[src/rtl/fpfa_pkg.sv]
// ----------------------------------------------------------------------------
// Fixed partition fit allocator package
// Shared codes and control types for the allocator and its slot cells.
// ----------------------------------------------------------------------------
`default_nettype none

package fpfa_pkg;

	typedef enum logic [1:0] {
		POL_FIRST = 2'd0,
		POL_BEST  = 2'd1,
		POL_WORST = 2'd2,
		POL_NEXT  = 2'd3
	} policy_t;

	typedef enum logic {
		KIND_LOAD = 1'b0,
		KIND_REQ  = 1'b1
	} kind_t;

	typedef enum logic [1:0] {
		ST_LOADED  = 2'd0,
		ST_GRANTED = 2'd1,
		ST_NOFIT   = 2'd2
	} status_t;

	typedef enum logic [1:0] {
		S_IDLE   = 2'd0,
		S_SCAN   = 2'd1,
		S_FINISH = 2'd2
	} state_t;

	typedef struct packed {
		policy_t policy;
		logic    wr_en;
	} cell_ctl_t;

endpackage

`default_nettype wire

[src/rtl/fpfa_if.sv]
// ----------------------------------------------------------------------------
// Fixed partition fit allocator channels
// Valid/ready channels for input items and result items.
// ----------------------------------------------------------------------------
`default_nettype none

interface fpfa_req_if;
	logic        valid;
	logic        ready;
	logic        kind;
	logic [2:0]  slot_index;
	logic [15:0] amount;

	modport source (output valid, kind, slot_index, amount, input ready);
	modport sink (input valid, kind, slot_index, amount, output ready);
endinterface

interface fpfa_rsp_if;
	logic        valid;
	logic        ready;
	logic [1:0]  status;
	logic [2:0]  chosen_slot;
	logic [15:0] slot_remaining;

	modport source (output valid, status, chosen_slot, slot_remaining, input ready);
	modport sink (input valid, status, chosen_slot, slot_remaining, output ready);
endinterface

`default_nettype wire

[src/rtl/fpfa_cell.sv]
// ----------------------------------------------------------------------------
// Fixed partition fit allocator slot cell
// Holds one slot's free space and refines the passing search candidate.
// ----------------------------------------------------------------------------
`default_nettype none

module fpfa_cell import fpfa_pkg::*; #(
	parameter int IDX = 0,
	parameter int IW  = 3,
	parameter int SW  = 16
) (
	input  wire logic          clk,
	input  wire logic          arst_n,
	input  wire cell_ctl_t     ctl,
	input  wire logic [SW-1:0] need,
	input  wire logic [IW-1:0] start,
	input  wire logic [IW-1:0] wr_idx,
	input  wire logic [SW-1:0] wr_val,
	input  wire logic          tok_i,
	input  wire logic          a_hit_i,
	input  wire logic [IW-1:0] a_idx_i,
	input  wire logic [SW-1:0] a_val_i,
	input  wire logic          b_hit_i,
	input  wire logic [IW-1:0] b_idx_i,
	input  wire logic [SW-1:0] b_val_i,
	output logic               tok_o,
	output logic               a_hit_o,
	output logic [IW-1:0]      a_idx_o,
	output logic [SW-1:0]      a_val_o,
	output logic               b_hit_o,
	output logic [IW-1:0]      b_idx_o,
	output logic [SW-1:0]      b_val_o
);

	localparam logic [IW-1:0] MY_IDX = IW'(IDX);

	logic [SW-1:0] free_q;
	logic          fits;
	logic          take_a;
	logic          take_b;

	always_comb begin
		fits = (free_q >= need);
		unique case (ctl.policy)
			POL_BEST:  take_a = fits && (!a_hit_i || (free_q < a_val_i));
			POL_WORST: take_a = fits && (!a_hit_i || (free_q > a_val_i));
			default:   take_a = fits && !a_hit_i && (MY_IDX >= start);
		endcase
		take_b = fits && !b_hit_i;
	end

	always_ff @(posedge clk or negedge arst_n) begin
		if (!arst_n) begin
			free_q <= '0;
			tok_o  <= 1'b0;
		end else begin
			tok_o <= tok_i;
			if (ctl.wr_en && (wr_idx == MY_IDX)) begin
				free_q <= wr_val;
			end
		end
	end

	always_ff @(posedge clk) begin
		a_hit_o <= a_hit_i || take_a;
		a_idx_o <= take_a ? MY_IDX : a_idx_i;
		a_val_o <= take_a ? free_q : a_val_i;
		b_hit_o <= b_hit_i || take_b;
		b_idx_o <= take_b ? MY_IDX : b_idx_i;
		b_val_o <= take_b ? free_q : b_val_i;
	end

endmodule

`default_nettype wire

[src/rtl/fixed_partition_fit_allocator_top.sv]
// A load goes from its transfer to the finish step and from there to the output register; a
// request first passes the scan step. One item at a time: a request occupies the block while
// the search candidate walks the chain of SLOTS slot cells, one cell per cycle, and through
// its finish step; a load skips the scan. Results wait in an output register.
// Reset clears every slot to zero free space, the policy to first fit and the next-fit
// start slot to zero.
// ----------------------------------------------------------------------------
// Fixed partition fit allocator
// Tracks free space of fixed slots and grants requests by a configurable fit policy.
// ----------------------------------------------------------------------------
`default_nettype none

module fixed_partition_fit_allocator_top import fpfa_pkg::*; #(
	parameter int SLOTS      = 8,
	parameter int SIZE_WIDTH = 16
) (
	input  wire logic  clk,
	input  wire logic  arst_n,
	input  wire logic  cfg_we,
	input  wire logic [1:0] cfg_wdata,
	fpfa_req_if.sink   req,
	fpfa_rsp_if.source rsp
);

	localparam int IW = (SLOTS > 1) ? $clog2(SLOTS) : 1;
	localparam int SW = SIZE_WIDTH;

	state_t        state_q;
	state_t        state_d;
	policy_t       policy_q;
	logic [IW-1:0] next_start_q;
	logic          launch_q;
	kind_t         kind_q;
	logic [2:0]    sidx_q;
	logic [SW-1:0] need_q;
	logic          res_hit_q;
	logic [IW-1:0] res_idx_q;
	logic [SW-1:0] res_val_q;
	logic          out_valid_q;
	status_t       out_status_q;
	logic [2:0]    out_slot_q;
	logic [15:0]   out_rem_q;

	logic          tok   [0:SLOTS];
	logic          a_hit [0:SLOTS];
	logic [IW-1:0] a_idx [0:SLOTS];
	logic [SW-1:0] a_val [0:SLOTS];
	logic          b_hit [0:SLOTS];
	logic [IW-1:0] b_idx [0:SLOTS];
	logic [SW-1:0] b_val [0:SLOTS];

	cell_ctl_t     ctl;
	logic [IW-1:0] start;
	logic [IW-1:0] wr_idx;
	logic [SW-1:0] wr_val;
	logic          accept;
	logic          out_free;
	logic          finish;
	logic          in_range;
	logic [SW+15:0] amt_ext;
	logic [IW+2:0] sidx_ext;
	logic [IW+2:0] pick_ext;
	logic [SW-1:0] new_val;
	logic [SW+15:0] need_ext;
	logic [SW+15:0] new_ext;
	logic          pick_hit;
	logic [IW-1:0] pick_idx;
	logic [SW-1:0] pick_val;

	assign accept   = req.valid && req.ready;
	assign out_free = !out_valid_q || rsp.ready;
	assign finish   = (state_q == S_FINISH) && out_free;
	assign req.ready = (state_q == S_IDLE);

	assign amt_ext  = {{SW{1'b0}}, req.amount};
	assign sidx_ext = {{IW{1'b0}}, sidx_q};
	assign in_range = (32'(sidx_q) < 32'(SLOTS));
	assign new_val  = res_val_q - need_q;
	assign need_ext = {16'b0, need_q};
	assign new_ext  = {16'b0, new_val};
	assign pick_ext = {3'b000, res_idx_q};

	assign start = (policy_q == POL_NEXT) ? next_start_q : '0;

	always_comb begin
		ctl.policy = policy_q;
		ctl.wr_en  = 1'b0;
		wr_idx     = res_idx_q;
		wr_val     = new_val;
		if (finish) begin
			if (kind_q == KIND_LOAD) begin
				ctl.wr_en = in_range;
				wr_idx    = sidx_ext[IW-1:0];
				wr_val    = need_q;
			end else begin
				ctl.wr_en = res_hit_q;
			end
		end
	end

	always_comb begin
		if (a_hit[SLOTS]) begin
			pick_hit = 1'b1;
			pick_idx = a_idx[SLOTS];
			pick_val = a_val[SLOTS];
		end else if (b_hit[SLOTS] && (policy_q == POL_NEXT)) begin
			pick_hit = 1'b1;
			pick_idx = b_idx[SLOTS];
			pick_val = b_val[SLOTS];
		end else begin
			pick_hit = 1'b0;
			pick_idx = b_idx[SLOTS];
			pick_val = b_val[SLOTS];
		end
	end

	always_comb begin
		state_d = state_q;
		unique case (state_q)
			S_IDLE: begin
				if (accept) begin
					state_d = (kind_t'(req.kind) == KIND_REQ) ? S_SCAN : S_FINISH;
				end
			end
			S_SCAN: begin
				if (tok[SLOTS]) begin
					state_d = S_FINISH;
				end
			end
			S_FINISH: begin
				if (out_free) begin
					state_d = S_IDLE;
				end
			end
			default: state_d = S_IDLE;
		endcase
	end

	always_ff @(posedge clk or negedge arst_n) begin
		if (!arst_n) begin
			state_q      <= S_IDLE;
			policy_q     <= POL_FIRST;
			next_start_q <= '0;
			launch_q     <= 1'b0;
			out_valid_q  <= 1'b0;
		end else begin
			state_q  <= state_d;
			launch_q <= accept && (kind_t'(req.kind) == KIND_REQ);
			if (cfg_we) begin
				policy_q <= policy_t'(cfg_wdata);
			end
			if (finish) begin
				out_valid_q <= 1'b1;
				if ((kind_q == KIND_REQ) && res_hit_q && (policy_q == POL_NEXT)) begin
					next_start_q <= res_idx_q;
				end
			end else if (rsp.ready) begin
				out_valid_q <= 1'b0;
			end
		end
	end

	always_ff @(posedge clk) begin
		if (accept) begin
			kind_q <= kind_t'(req.kind);
			sidx_q <= req.slot_index;
			need_q <= amt_ext[SW-1:0];
		end
		if ((state_q == S_SCAN) && tok[SLOTS]) begin
			res_hit_q <= pick_hit;
			res_idx_q <= pick_idx;
			res_val_q <= pick_val;
		end
		if (finish) begin
			if (kind_q == KIND_LOAD) begin
				out_status_q <= ST_LOADED;
				out_slot_q   <= sidx_q;
				out_rem_q    <= in_range ? need_ext[15:0] : 16'd0;
			end else if (res_hit_q) begin
				out_status_q <= ST_GRANTED;
				out_slot_q   <= pick_ext[2:0];
				out_rem_q    <= new_ext[15:0];
			end else begin
				out_status_q <= ST_NOFIT;
				out_slot_q   <= 3'd0;
				out_rem_q    <= 16'd0;
			end
		end
	end

	assign rsp.valid          = out_valid_q;
	assign rsp.status         = out_status_q;
	assign rsp.chosen_slot    = out_slot_q;
	assign rsp.slot_remaining = out_rem_q;

	assign tok[0]   = launch_q;
	assign a_hit[0] = 1'b0;
	assign a_idx[0] = '0;
	assign a_val[0] = '0;
	assign b_hit[0] = 1'b0;
	assign b_idx[0] = '0;
	assign b_val[0] = '0;

	for (genvar i = 0; i < SLOTS; i++) begin : g_cell
		fpfa_cell #(
			.IDX (i),
			.IW  (IW),
			.SW  (SW)
		) u_cell (
			.clk     (clk),
			.arst_n  (arst_n),
			.ctl     (ctl),
			.need    (need_q),
			.start   (start),
			.wr_idx  (wr_idx),
			.wr_val  (wr_val),
			.tok_i   (tok[i]),
			.a_hit_i (a_hit[i]),
			.a_idx_i (a_idx[i]),
			.a_val_i (a_val[i]),
			.b_hit_i (b_hit[i]),
			.b_idx_i (b_idx[i]),
			.b_val_i (b_val[i]),
			.tok_o   (tok[i+1]),
			.a_hit_o (a_hit[i+1]),
			.a_idx_o (a_idx[i+1]),
			.a_val_o (a_val[i+1]),
			.b_hit_o (b_hit[i+1]),
			.b_idx_o (b_idx[i+1]),
			.b_val_o (b_val[i+1])
		);
	end

	// The search candidate only leaves the chain while a request is being scanned.
	a_tok_in_scan: assert property (@(posedge clk) disable iff (!arst_n)
		tok[SLOTS] |-> (state_q == S_SCAN))
		else $error("search candidate left the chain outside a scan");

	// A request transfer starts exactly one candidate down the chain.
	a_launch: assert property (@(posedge clk) disable iff (!arst_n)
		(accept && req.kind) |=> (launch_q && (state_q == S_SCAN)))
		else $error("request transfer did not launch a scan");

	// A refused request reports slot zero with nothing remaining.
	a_nofit_zero: assert property (@(posedge clk) disable iff (!arst_n)
		(out_valid_q && (out_status_q == ST_NOFIT)) |-> ((out_slot_q == 3'd0) && (out_rem_q == 16'd0)))
		else $error("refused request carries a slot or remaining space");

	// Slot storage is only written while a transfer is being finished.
	a_write_finish: assert property (@(posedge clk) disable iff (!arst_n)
		ctl.wr_en |-> ((state_q == S_FINISH) && out_free))
		else $error("slot written outside the finish step");

endmodule

`default_nettype wire

[src/flat_wrapper.sv]
// flat-port wrapper written by rule: the top's interface ports become plain ports
module fixed_partition_fit_allocator_top_flat import fpfa_pkg::*;
#(
	parameter int SLOTS      = 8,
	parameter int SIZE_WIDTH = 16
)
  (clk, arst_n, cfg_we, cfg_wdata, req_valid, req_kind, req_slot_index, req_amount, req_ready, rsp_valid, rsp_status, rsp_chosen_slot, rsp_slot_remaining, rsp_ready);
  fpfa_req_if req_i ();
  fpfa_rsp_if rsp_i ();
  input  wire logic clk;
  input  wire logic arst_n;
  input  wire logic cfg_we;
  input  wire logic [1:0] cfg_wdata;
  input wire logic [$bits(req_i.valid)-1:0] req_valid;
  input wire logic [$bits(req_i.kind)-1:0] req_kind;
  input wire logic [$bits(req_i.slot_index)-1:0] req_slot_index;
  input wire logic [$bits(req_i.amount)-1:0] req_amount;
  output wire logic [$bits(req_i.ready)-1:0] req_ready;
  output wire logic [$bits(rsp_i.valid)-1:0] rsp_valid;
  output wire logic [$bits(rsp_i.status)-1:0] rsp_status;
  output wire logic [$bits(rsp_i.chosen_slot)-1:0] rsp_chosen_slot;
  output wire logic [$bits(rsp_i.slot_remaining)-1:0] rsp_slot_remaining;
  input wire logic [$bits(rsp_i.ready)-1:0] rsp_ready;
  assign req_i.valid = req_valid;
  assign req_i.kind = req_kind;
  assign req_i.slot_index = req_slot_index;
  assign req_i.amount = req_amount;
  assign req_ready = req_i.ready;
  assign rsp_valid = rsp_i.valid;
  assign rsp_status = rsp_i.status;
  assign rsp_chosen_slot = rsp_i.chosen_slot;
  assign rsp_slot_remaining = rsp_i.slot_remaining;
  assign rsp_i.ready = rsp_ready;
  fixed_partition_fit_allocator_top #(.SLOTS(SLOTS), .SIZE_WIDTH(SIZE_WIDTH)) u_core (.clk(clk), .arst_n(arst_n), .cfg_we(cfg_we), .cfg_wdata(cfg_wdata), .req(req_i), .rsp(rsp_i));
endmodule
[config.mk]
export PLATFORM = sky130hd
export DESIGN_NAME = fixed_partition_fit_allocator_top_flat
export DESIGN_NICKNAME = d
export VERILOG_FILES = /design/src/rtl/fpfa_pkg.sv /design/src/rtl/fpfa_if.sv /design/src/rtl/fpfa_cell.sv /design/src/rtl/fixed_partition_fit_allocator_top.sv /design/src/flat_wrapper.sv
export SDC_FILE = /design/constraint.sdc
export NUM_CORES = 1
export LEC_CHECK = 0
export ABC_CLOCK_PERIOD_IN_PS = 8450
export BUFFER_PORTS_ARGS = -buffer_cell sky130_fd_sc_hd__buf_2
export CAP_MARGIN = 30
export CORE_AREA = 2 2 317 319
export DETAILED_ROUTE_END_ITERATION = 7
export DIE_AREA = 0 0 319 321
export HOLD_SLACK_MARGIN = 0.02
export PLACE_DENSITY = 0.34
export SLEW_MARGIN = 10
export SYNTH_ARGS = -nofsm -noshare
export SYNTH_HDL_FRONTEND = slang
export SYNTH_SLANG_ARGS = --single-unit
[constraint.sdc]
create_clock -name clk -period 8.45 [get_ports clk]
set_clock_uncertainty 0.1 [all_clocks]
set_input_delay 1.2675 -clock clk [delete_from_list [all_inputs] [get_ports clk]]
set_output_delay 1.2675 -clock clk [all_outputs]
set_load 0.01 [all_outputs]
Yosys cells after proc, flatten, opt, wreduce, memory -nomap -nowiden
Cells that the tools add are included.

Bits in registers: 512. Bits in latches: 0. RAM bits: 0. Memory bits (read-only): 0. Bits of input ports: 27. Output and inout bits: 23. Word-level logic and storage cells: 267. Memories: 0.

Add/sub/neg operators: 1. Multipliers: 0. Div/mod/pow operators: 0. $lt $le $gt $ge: 30. Eq/ne operators: 15. Shift operators: 0. Mux-type cells: 44. Bitwise operators: 0. Reductions and logical operators: 101.

Operator list (number): $mux W16 (19); $ge A16 B16 Y1 (8); $gt A16 B16 Y1 (7); $lt A16 B16 Y1 (7); $logic_and A1 B1 Y1 (51); $logic_or A1 B1 Y1 (29); $mux W3 (6); $sub A16 B16 Y16 (1); $logic_not A1 Y1 (15); $pmux W1 S2 (7); $eq A3 B3 Y1 const B (4); $ge A3 B3 Y1 const A (4); $mux W2 (5); $eq A2 B2 Y1 const B (3); $eq A3 B2 Y1 const B (2); $ge A1 B3 Y1 const A (2); $ge A2 B3 Y1 const A (2); $mux W1 (6); $pmux W2 S3 (1); $eq A2 B1 Y1 const B (2); $ne A2 B2 Y1 const B (2); $eq A3 B1 Y1 const B (1); $logic_not A3 Y1 (1); $reduce_and A3 Y1 (1); other kinds (5) (5).

Longest topological paths before layout
Word-level depth: 6. Depth in mapped cells: 11. Depth with buffers taken out: 11.

By module
A second synthesis with hierarchy kept.

Cell total of the unflattened synthesis: 2242. Area, all modules: 25959.9 um2.

Modules (own cells, without submodules): fixed_partition_fit_allocator_top (times used 1, cells an instance 340, area an instance 3818.7 um2, seq. area each 2057.0 um2); fpfa_cell at u_core.g_cell[3].u_cell (times used 1, cells an instance 236, area an instance 2839.0 um2, seq. area each 1226.2 um2); fpfa_cell at u_core.g_cell[4].u_cell (times used 1, cells an instance 240, area an instance 2793.9 um2, seq. area each 1226.2 um2); fpfa_cell at u_core.g_cell[1].u_cell (times used 1, cells an instance 239, area an instance 2783.9 um2, seq. area each 1226.2 um2); fpfa_cell at u_core.g_cell[0].u_cell (times used 1, cells an instance 240, area an instance 2767.7 um2, seq. area each 1226.2 um2); fpfa_cell at u_core.g_cell[2].u_cell (times used 1, cells an instance 239, area an instance 2758.9 um2, seq. area each 1226.2 um2); fpfa_cell at u_core.g_cell[6].u_cell (times used 1, cells an instance 237, area an instance 2733.9 um2, seq. area each 1226.2 um2); fpfa_cell at u_core.g_cell[7].u_cell (times used 1, cells an instance 234, area an instance 2732.6 um2, seq. area each 1226.2 um2); fpfa_cell at u_core.g_cell[5].u_cell (times used 1, cells an instance 237, area an instance 2731.4 um2, seq. area each 1226.2 um2).

Worst setup path before layout
Ideal clock, no wire load.

Kind: input to register. Start point: input port rsp_ready. End point: register u_core.g_cell[0].u_cell.free_q[10]. Setup time: 0.142 ns. Arrival: 3.332 ns. Required time: 8.208 ns. Path slack: 4.877 ns. Stages: 6. Path buffers: 1. Cell sequence: nor2b_1 > nor2_1 > nand2_1 > clkbuf_1 > mux2i_1 > o21ai_0.

Longest elaborated chain between the ends: 5. Elaborated cells on any way between the ends: 7. Those cells by class: 3 x mux; 4 x reduce/logical.

Ends and longest elaborated chain: start, declared (RTL line flat_wrapper.sv:23) `input wire logic [$bits(rsp_i.ready)-1:0] rsp_ready;`; $logic_or A1 B1 Y1 (*) (RTL line fixed_partition_fit_allocator_top.sv:71) `assign out_free = !out_valid_q || rsp.ready;`; $logic_and A1 B1 Y1 (*) (RTL line fixed_partition_fit_allocator_top.sv:72) `assign finish = (state_q == S_FINISH) && out_free;`; via u_core.finish (RTL line fixed_partition_fit_allocator_top.sv:58) `logic finish;`; $mux W3 (RTL line fixed_partition_fit_allocator_top.sv:90) `if (finish) begin`; $logic_not A3 Y1 (RTL line fpfa_cell.sv:58) `if (ctl.wr_en && (wr_idx == MY_IDX)) begin`; $logic_and A1 B1 Y1 (RTL line fpfa_cell.sv:58); end signal, assigned (RTL line fpfa_cell.sv:59) `free_q <= wr_val;`; end, declared (RTL line fpfa_cell.sv:37) `logic [SW-1:0] free_q;`.

Mark *: on every way through the listed nets, which the timed path passes. The rest lies on a longest branch. A chain may end at the register's enable or synchronous reset.

Final worst setup path
Start point: register u_core.need_q[15]. End point: register u_core.g_cell[4].u_cell.a_val_o[15].

Longest elaborated chain between the ends: 5. Elaborated cells on any way between the ends: 7. Those cells by class: 1 x order compare; 2 x mux; 4 x reduce/logical.

Ends and longest elaborated chain: start, declared (RTL line fixed_partition_fit_allocator_top.sv:35) `logic [SW-1:0] need_q;`; start signal, assigned (RTL line fixed_partition_fit_allocator_top.sv:167) `need_q <= amt_ext[SW-1:0];`; $ge A16 B16 Y1 (*) (RTL line fpfa_cell.sv:43) `fits = (free_q >= need);`; $logic_and A1 B1 Y1 (2 in series) (RTL line fpfa_cell.sv:47) `default: take_a = fits && !a_hit_i && (MY_IDX >= start);`; $pmux W1 S2 (*) (RTL line fpfa_cell.sv:44) `unique case (ctl.policy)`; $mux W16 (*) (RTL line fpfa_cell.sv:67) `a_val_o <= take_a ? free_q : a_val_i;`; end signal, assigned (RTL line fpfa_cell.sv:67); end, declared (RTL line fpfa_cell.sv:29) `output logic [SW-1:0] a_val_o,`.

Mark *: on every way between the ends. The rest lies on a longest branch, timed or not.

==> results.txt <==
Outcome: finished, final reports clean
Core Area: 99280 sq um
Cells after DPL: 3449
Power Dens Cells: 388.4 nW/um^2
Final hold violations: 0
GR Util All Layers: 13.84%
Width of the die: 319 um
Port bufs: 49
Synthesized area: 23560 sq um
Crit start category: flip-flop
Syn. warnings: 0
Drt wl/cell: 19.90 um
Layout cell share with drive strength beyond 1: 20.89%
Setup Total Neg Slack: 0 ns
Clock transition at the registers of the reported paths: 0.06 ns
1st-iter DRT viols: 788
Max clock buf depth: 3
Largest net degree at the start of global routing: 62
Synth Instances: 2112
Post-synthesis sequential area ratio: 49.18%
CP Cell Sequence: inv_1, ha_1, nand4_1, nor2_1, a211oi_1, o211ai_1, nand2_1, or2_1, mux2_2
PostCTS Resize Cnt: 0
Reg2reg path depth: 9
Final period util: 44.82%
FFs w/ async S/R, synth: 28.32%
Tmin final: 3.787 ns
Final setup fails: 0
Root Driver: clkbuf_16
Number of buffers created by CTS: 59
RSZ-0062 raised after global routing: no
Post-DR vias/cell: 4.363
LEAKAGE: 0.01217 uW
Worst hold path cell count: 0
Chip height: 321 um
Number of global-route vias before repair: 16440
Crit-path max FO: 19
Clock Latency Late Sink: 0.63 ns
Area growth syn-to-layout: 17.78%
Syn nets: 2397
DRC violations left: 0
Syn avg cell area: 11.15 sq um
Power consumption: 10770 uW
Synth area leaders: dfxtp_1, dfrtp_1, ha_1
ANT nets after route: 0
H-tree depth: 2
Initial antenna violation count: 1
Boundary Pins: 50
Hold_buf cts: 0
Max Clk Rate: 264.1 MHz
Slew HR: 36.29%
Maxcap violations: 0
Cell taking the most area after synthesis: dfxtp_1
Top cell type's share of synthesized area: 26.01%
Clk sinks: 512
Slew Limit Fails: 0
Total gr overflow: 0
Dpl hpwl: 53660 um
DR pass1 iterations: 4
Max VDD drop: 0.0001629 V
Kind of critical path: flip-flop to flip-flop
Via count: 15550
Setup crit end kind: flip-flop
Worst hold path class: flip-flop to flip-flop
Initial Utilization: 23.73%
Crit path arrival time: 4.18 ns
Die area: 102400 sq um
Final WS setup: 4.663 ns
Site Rows: 116
Final net count: 2500
CP max-delay cell: or2_1
Gp weighted congestion: 0.7824
Layout Cells excl Fill: 3563
Pre-CTS setup slack: 4.365 ns
CP required: 8.85 ns
First-pass GRT wire length: 106700 um
Dominant synthesized flop cell: dfxtp_1
Synth cell types: 79
Setup Fix Bufs, Post-CTS: 0
Worst-margin pin slew: 0.9557 ns
CTS tree: built
EDFF count, synth: 61
Yosys reg bits: 512
Final wirelength: 70910 um
Fillers: 10380
Crit path largest cell delay: 0.76 ns
## cell usage after synthesis, types with 4 or more instances
master	count
dfxtp_1	306
ha_1	257
mux2_2	216
inv_1	147
a21oi_1	146
dfrtp_1	145
nand2_1	145
o21ai_0	123
nor2_1	77
edfxtp_1	61
a21o_1	37
clkbuf_1	32
nand4_1	32
nand3_1	28
nor2b_1	27
mux2i_1	22
and2_1	21
or2_2	21
and3_1	19
nand2b_1	19
buf_2	16
a211oi_1	15
mux2_1	15
mux2_4	15
nor3_1	15
o211ai_1	12
o22ai_1	10
xor2_1	9
o21bai_1	7
a2111oi_0	6
and4_1	6
o21a_1	6
o21ai_1	6
xnor2_1	6
a221o_1	5
buf_6	5
a211o_1	4
a31oi_1	4
o2111ai_1	4
## per-layer routing
layer / vias up / routed length [um] / track usage [%]
li1: 7740 / - / -
met1: 7427 / 34260 / 18.75
met2: 271 / 31950 / 22.59
met3: 109 / 2587 / 2.090
met4: 0 / 2108 / 4.486
met5: - / 0 / 0
## flip-flops by register name, indices dropped and copies added, names as in the netlist, 3 cells and up
name                          flops
u_core.need_q                    16
u_core.g_cell.u_cell.a_hit_o      8
u_core.g_cell.u_cell.b_idx_o     17
u_core.g_cell.u_cell.b_hit_o      8
u_core.g_cell.u_cell.tok_o        8
u_core.res_idx_q                  3
u_core.rsp.chosen_slot            3
u_core.g_cell.u_cell.a_val_o    128
u_core.res_val_q                 16
u_core.g_cell.u_cell.a_idx_o     17
u_core.next_start_q               3
u_core.sidx_q                     3
u_core.g_cell.u_cell.free_q     128
u_core.rsp.slot_remaining        16
u_core.g_cell.u_cell.b_val_o    128
## final cells by class
| cell class | instances | area, sq um | area share [%] |
|---|---|---|---|
| flip-flops and latches | 512 | 11590 | 41.76 |
| multi-input cells | 1393 | 11170 | 40.26 |
| clock buffers | 87 | 1713 | 6.174 |
| well taps | 1298 | 1624 | 5.854 |
| repair buffers | 101 | 772.0 | 2.783 |
| inverters | 148 | 555.5 | 2.002 |
| clock inverters | 23 | 320.3 | 1.155 |
| diodes | 1 | 2.502 | 0.009020 |
## kinds of logic (layout without fill, tap and decap cells)
family,Yosys count,in the layout,synth area share [%]
fa+ha+maj,258,258,13.74
flops,512,512,49.18
other cells,0,1,0
simple gates,436,436,9.247
buf+inv,207,359,3.660
mux,268,268,12.93
compound gates,416,416,10.68
xor+xnor,15,15,0.5577
## cells in the final DEF, fill, tap and decap left out, types with 25 or more instances in the layout
cell / synthesis / layout
a21o_1: 37 / 37
a21oi_1: 146 / 145
buf_2: 16 / 48
buf_4: 3 / 37
clkbuf_16: 0 / 60
dfrtp_1: 145 / 145
dfxtp_1: 306 / 306
edfxtp_1: 61 / 61
ha_1: 257 / 257
inv_1: 147 / 147
mux2_2: 216 / 216
nand2_1: 145 / 145
nand3_1: 28 / 28
nand4_1: 32 / 32
nor2_1: 77 / 75
nor2b_1: 27 / 25
o21ai_0: 123 / 123
## path summary, 6_finish.rpt
check	slack, ns	endpoint	start
setup reg to reg	4.66	u_core.g_cell[4].u_cell.a_val_o[15]	u_core.need_q[15]
min in group asynchronous	0.56	u_core.g_cell[1].u_cell.free_q[15]	arst_n
hold / removal	0.25	u_core.g_cell[4].u_cell.tok_o	u_core.g_cell[3].u_cell.tok_o
hold reg to reg	0.25	u_core.g_cell[4].u_cell.tok_o	u_core.g_cell[3].u_cell.tok_o
max in group asynchronous	5.69	u_core.g_cell[1].u_cell.free_q[9]	arst_n
setup / recovery	4.66	u_core.g_cell[4].u_cell.a_val_o[15]	u_core.need_q[15]
## per-stage QoR
step	hold WS, ns	instance area [sq um]	utilization, %
floorplan	0.2312	23560	-
global placement	0.2361	25420	25.61
detailed placement	0.2363	25690	25.87
CTS	0.2508	27720	27.92
global route	0.2555	27740	27.94
finish	0.2480	27740	27.95
## power breakdown
| group | leakage [uW] | internal, uW | switching, uW | total, uW |
|---|---|---|---|---|
| clock network | 0.000995 | 1640 | 1080 | 2720 |
| registers | 0.00494 | 3350 | 620 | 3970 |
| logic | 0.00623 | 1820 | 2270 | 4090 |
| total | 0.0122 | 6800 | 3970 | 10800 |
## worst max-delay path: cells and delay by family (launching register included)
family / cells / cell delay [ns]
simple gates: 4 / 1.17
compound gates: 2 / 0.62
buf+inv: 1 / 0.51
flops: 1 / 0.46
mux: 1 / 0.41
fa+ha+maj: 1 / 0.36
Note: power is estimated with default switching activity, not from simulation.
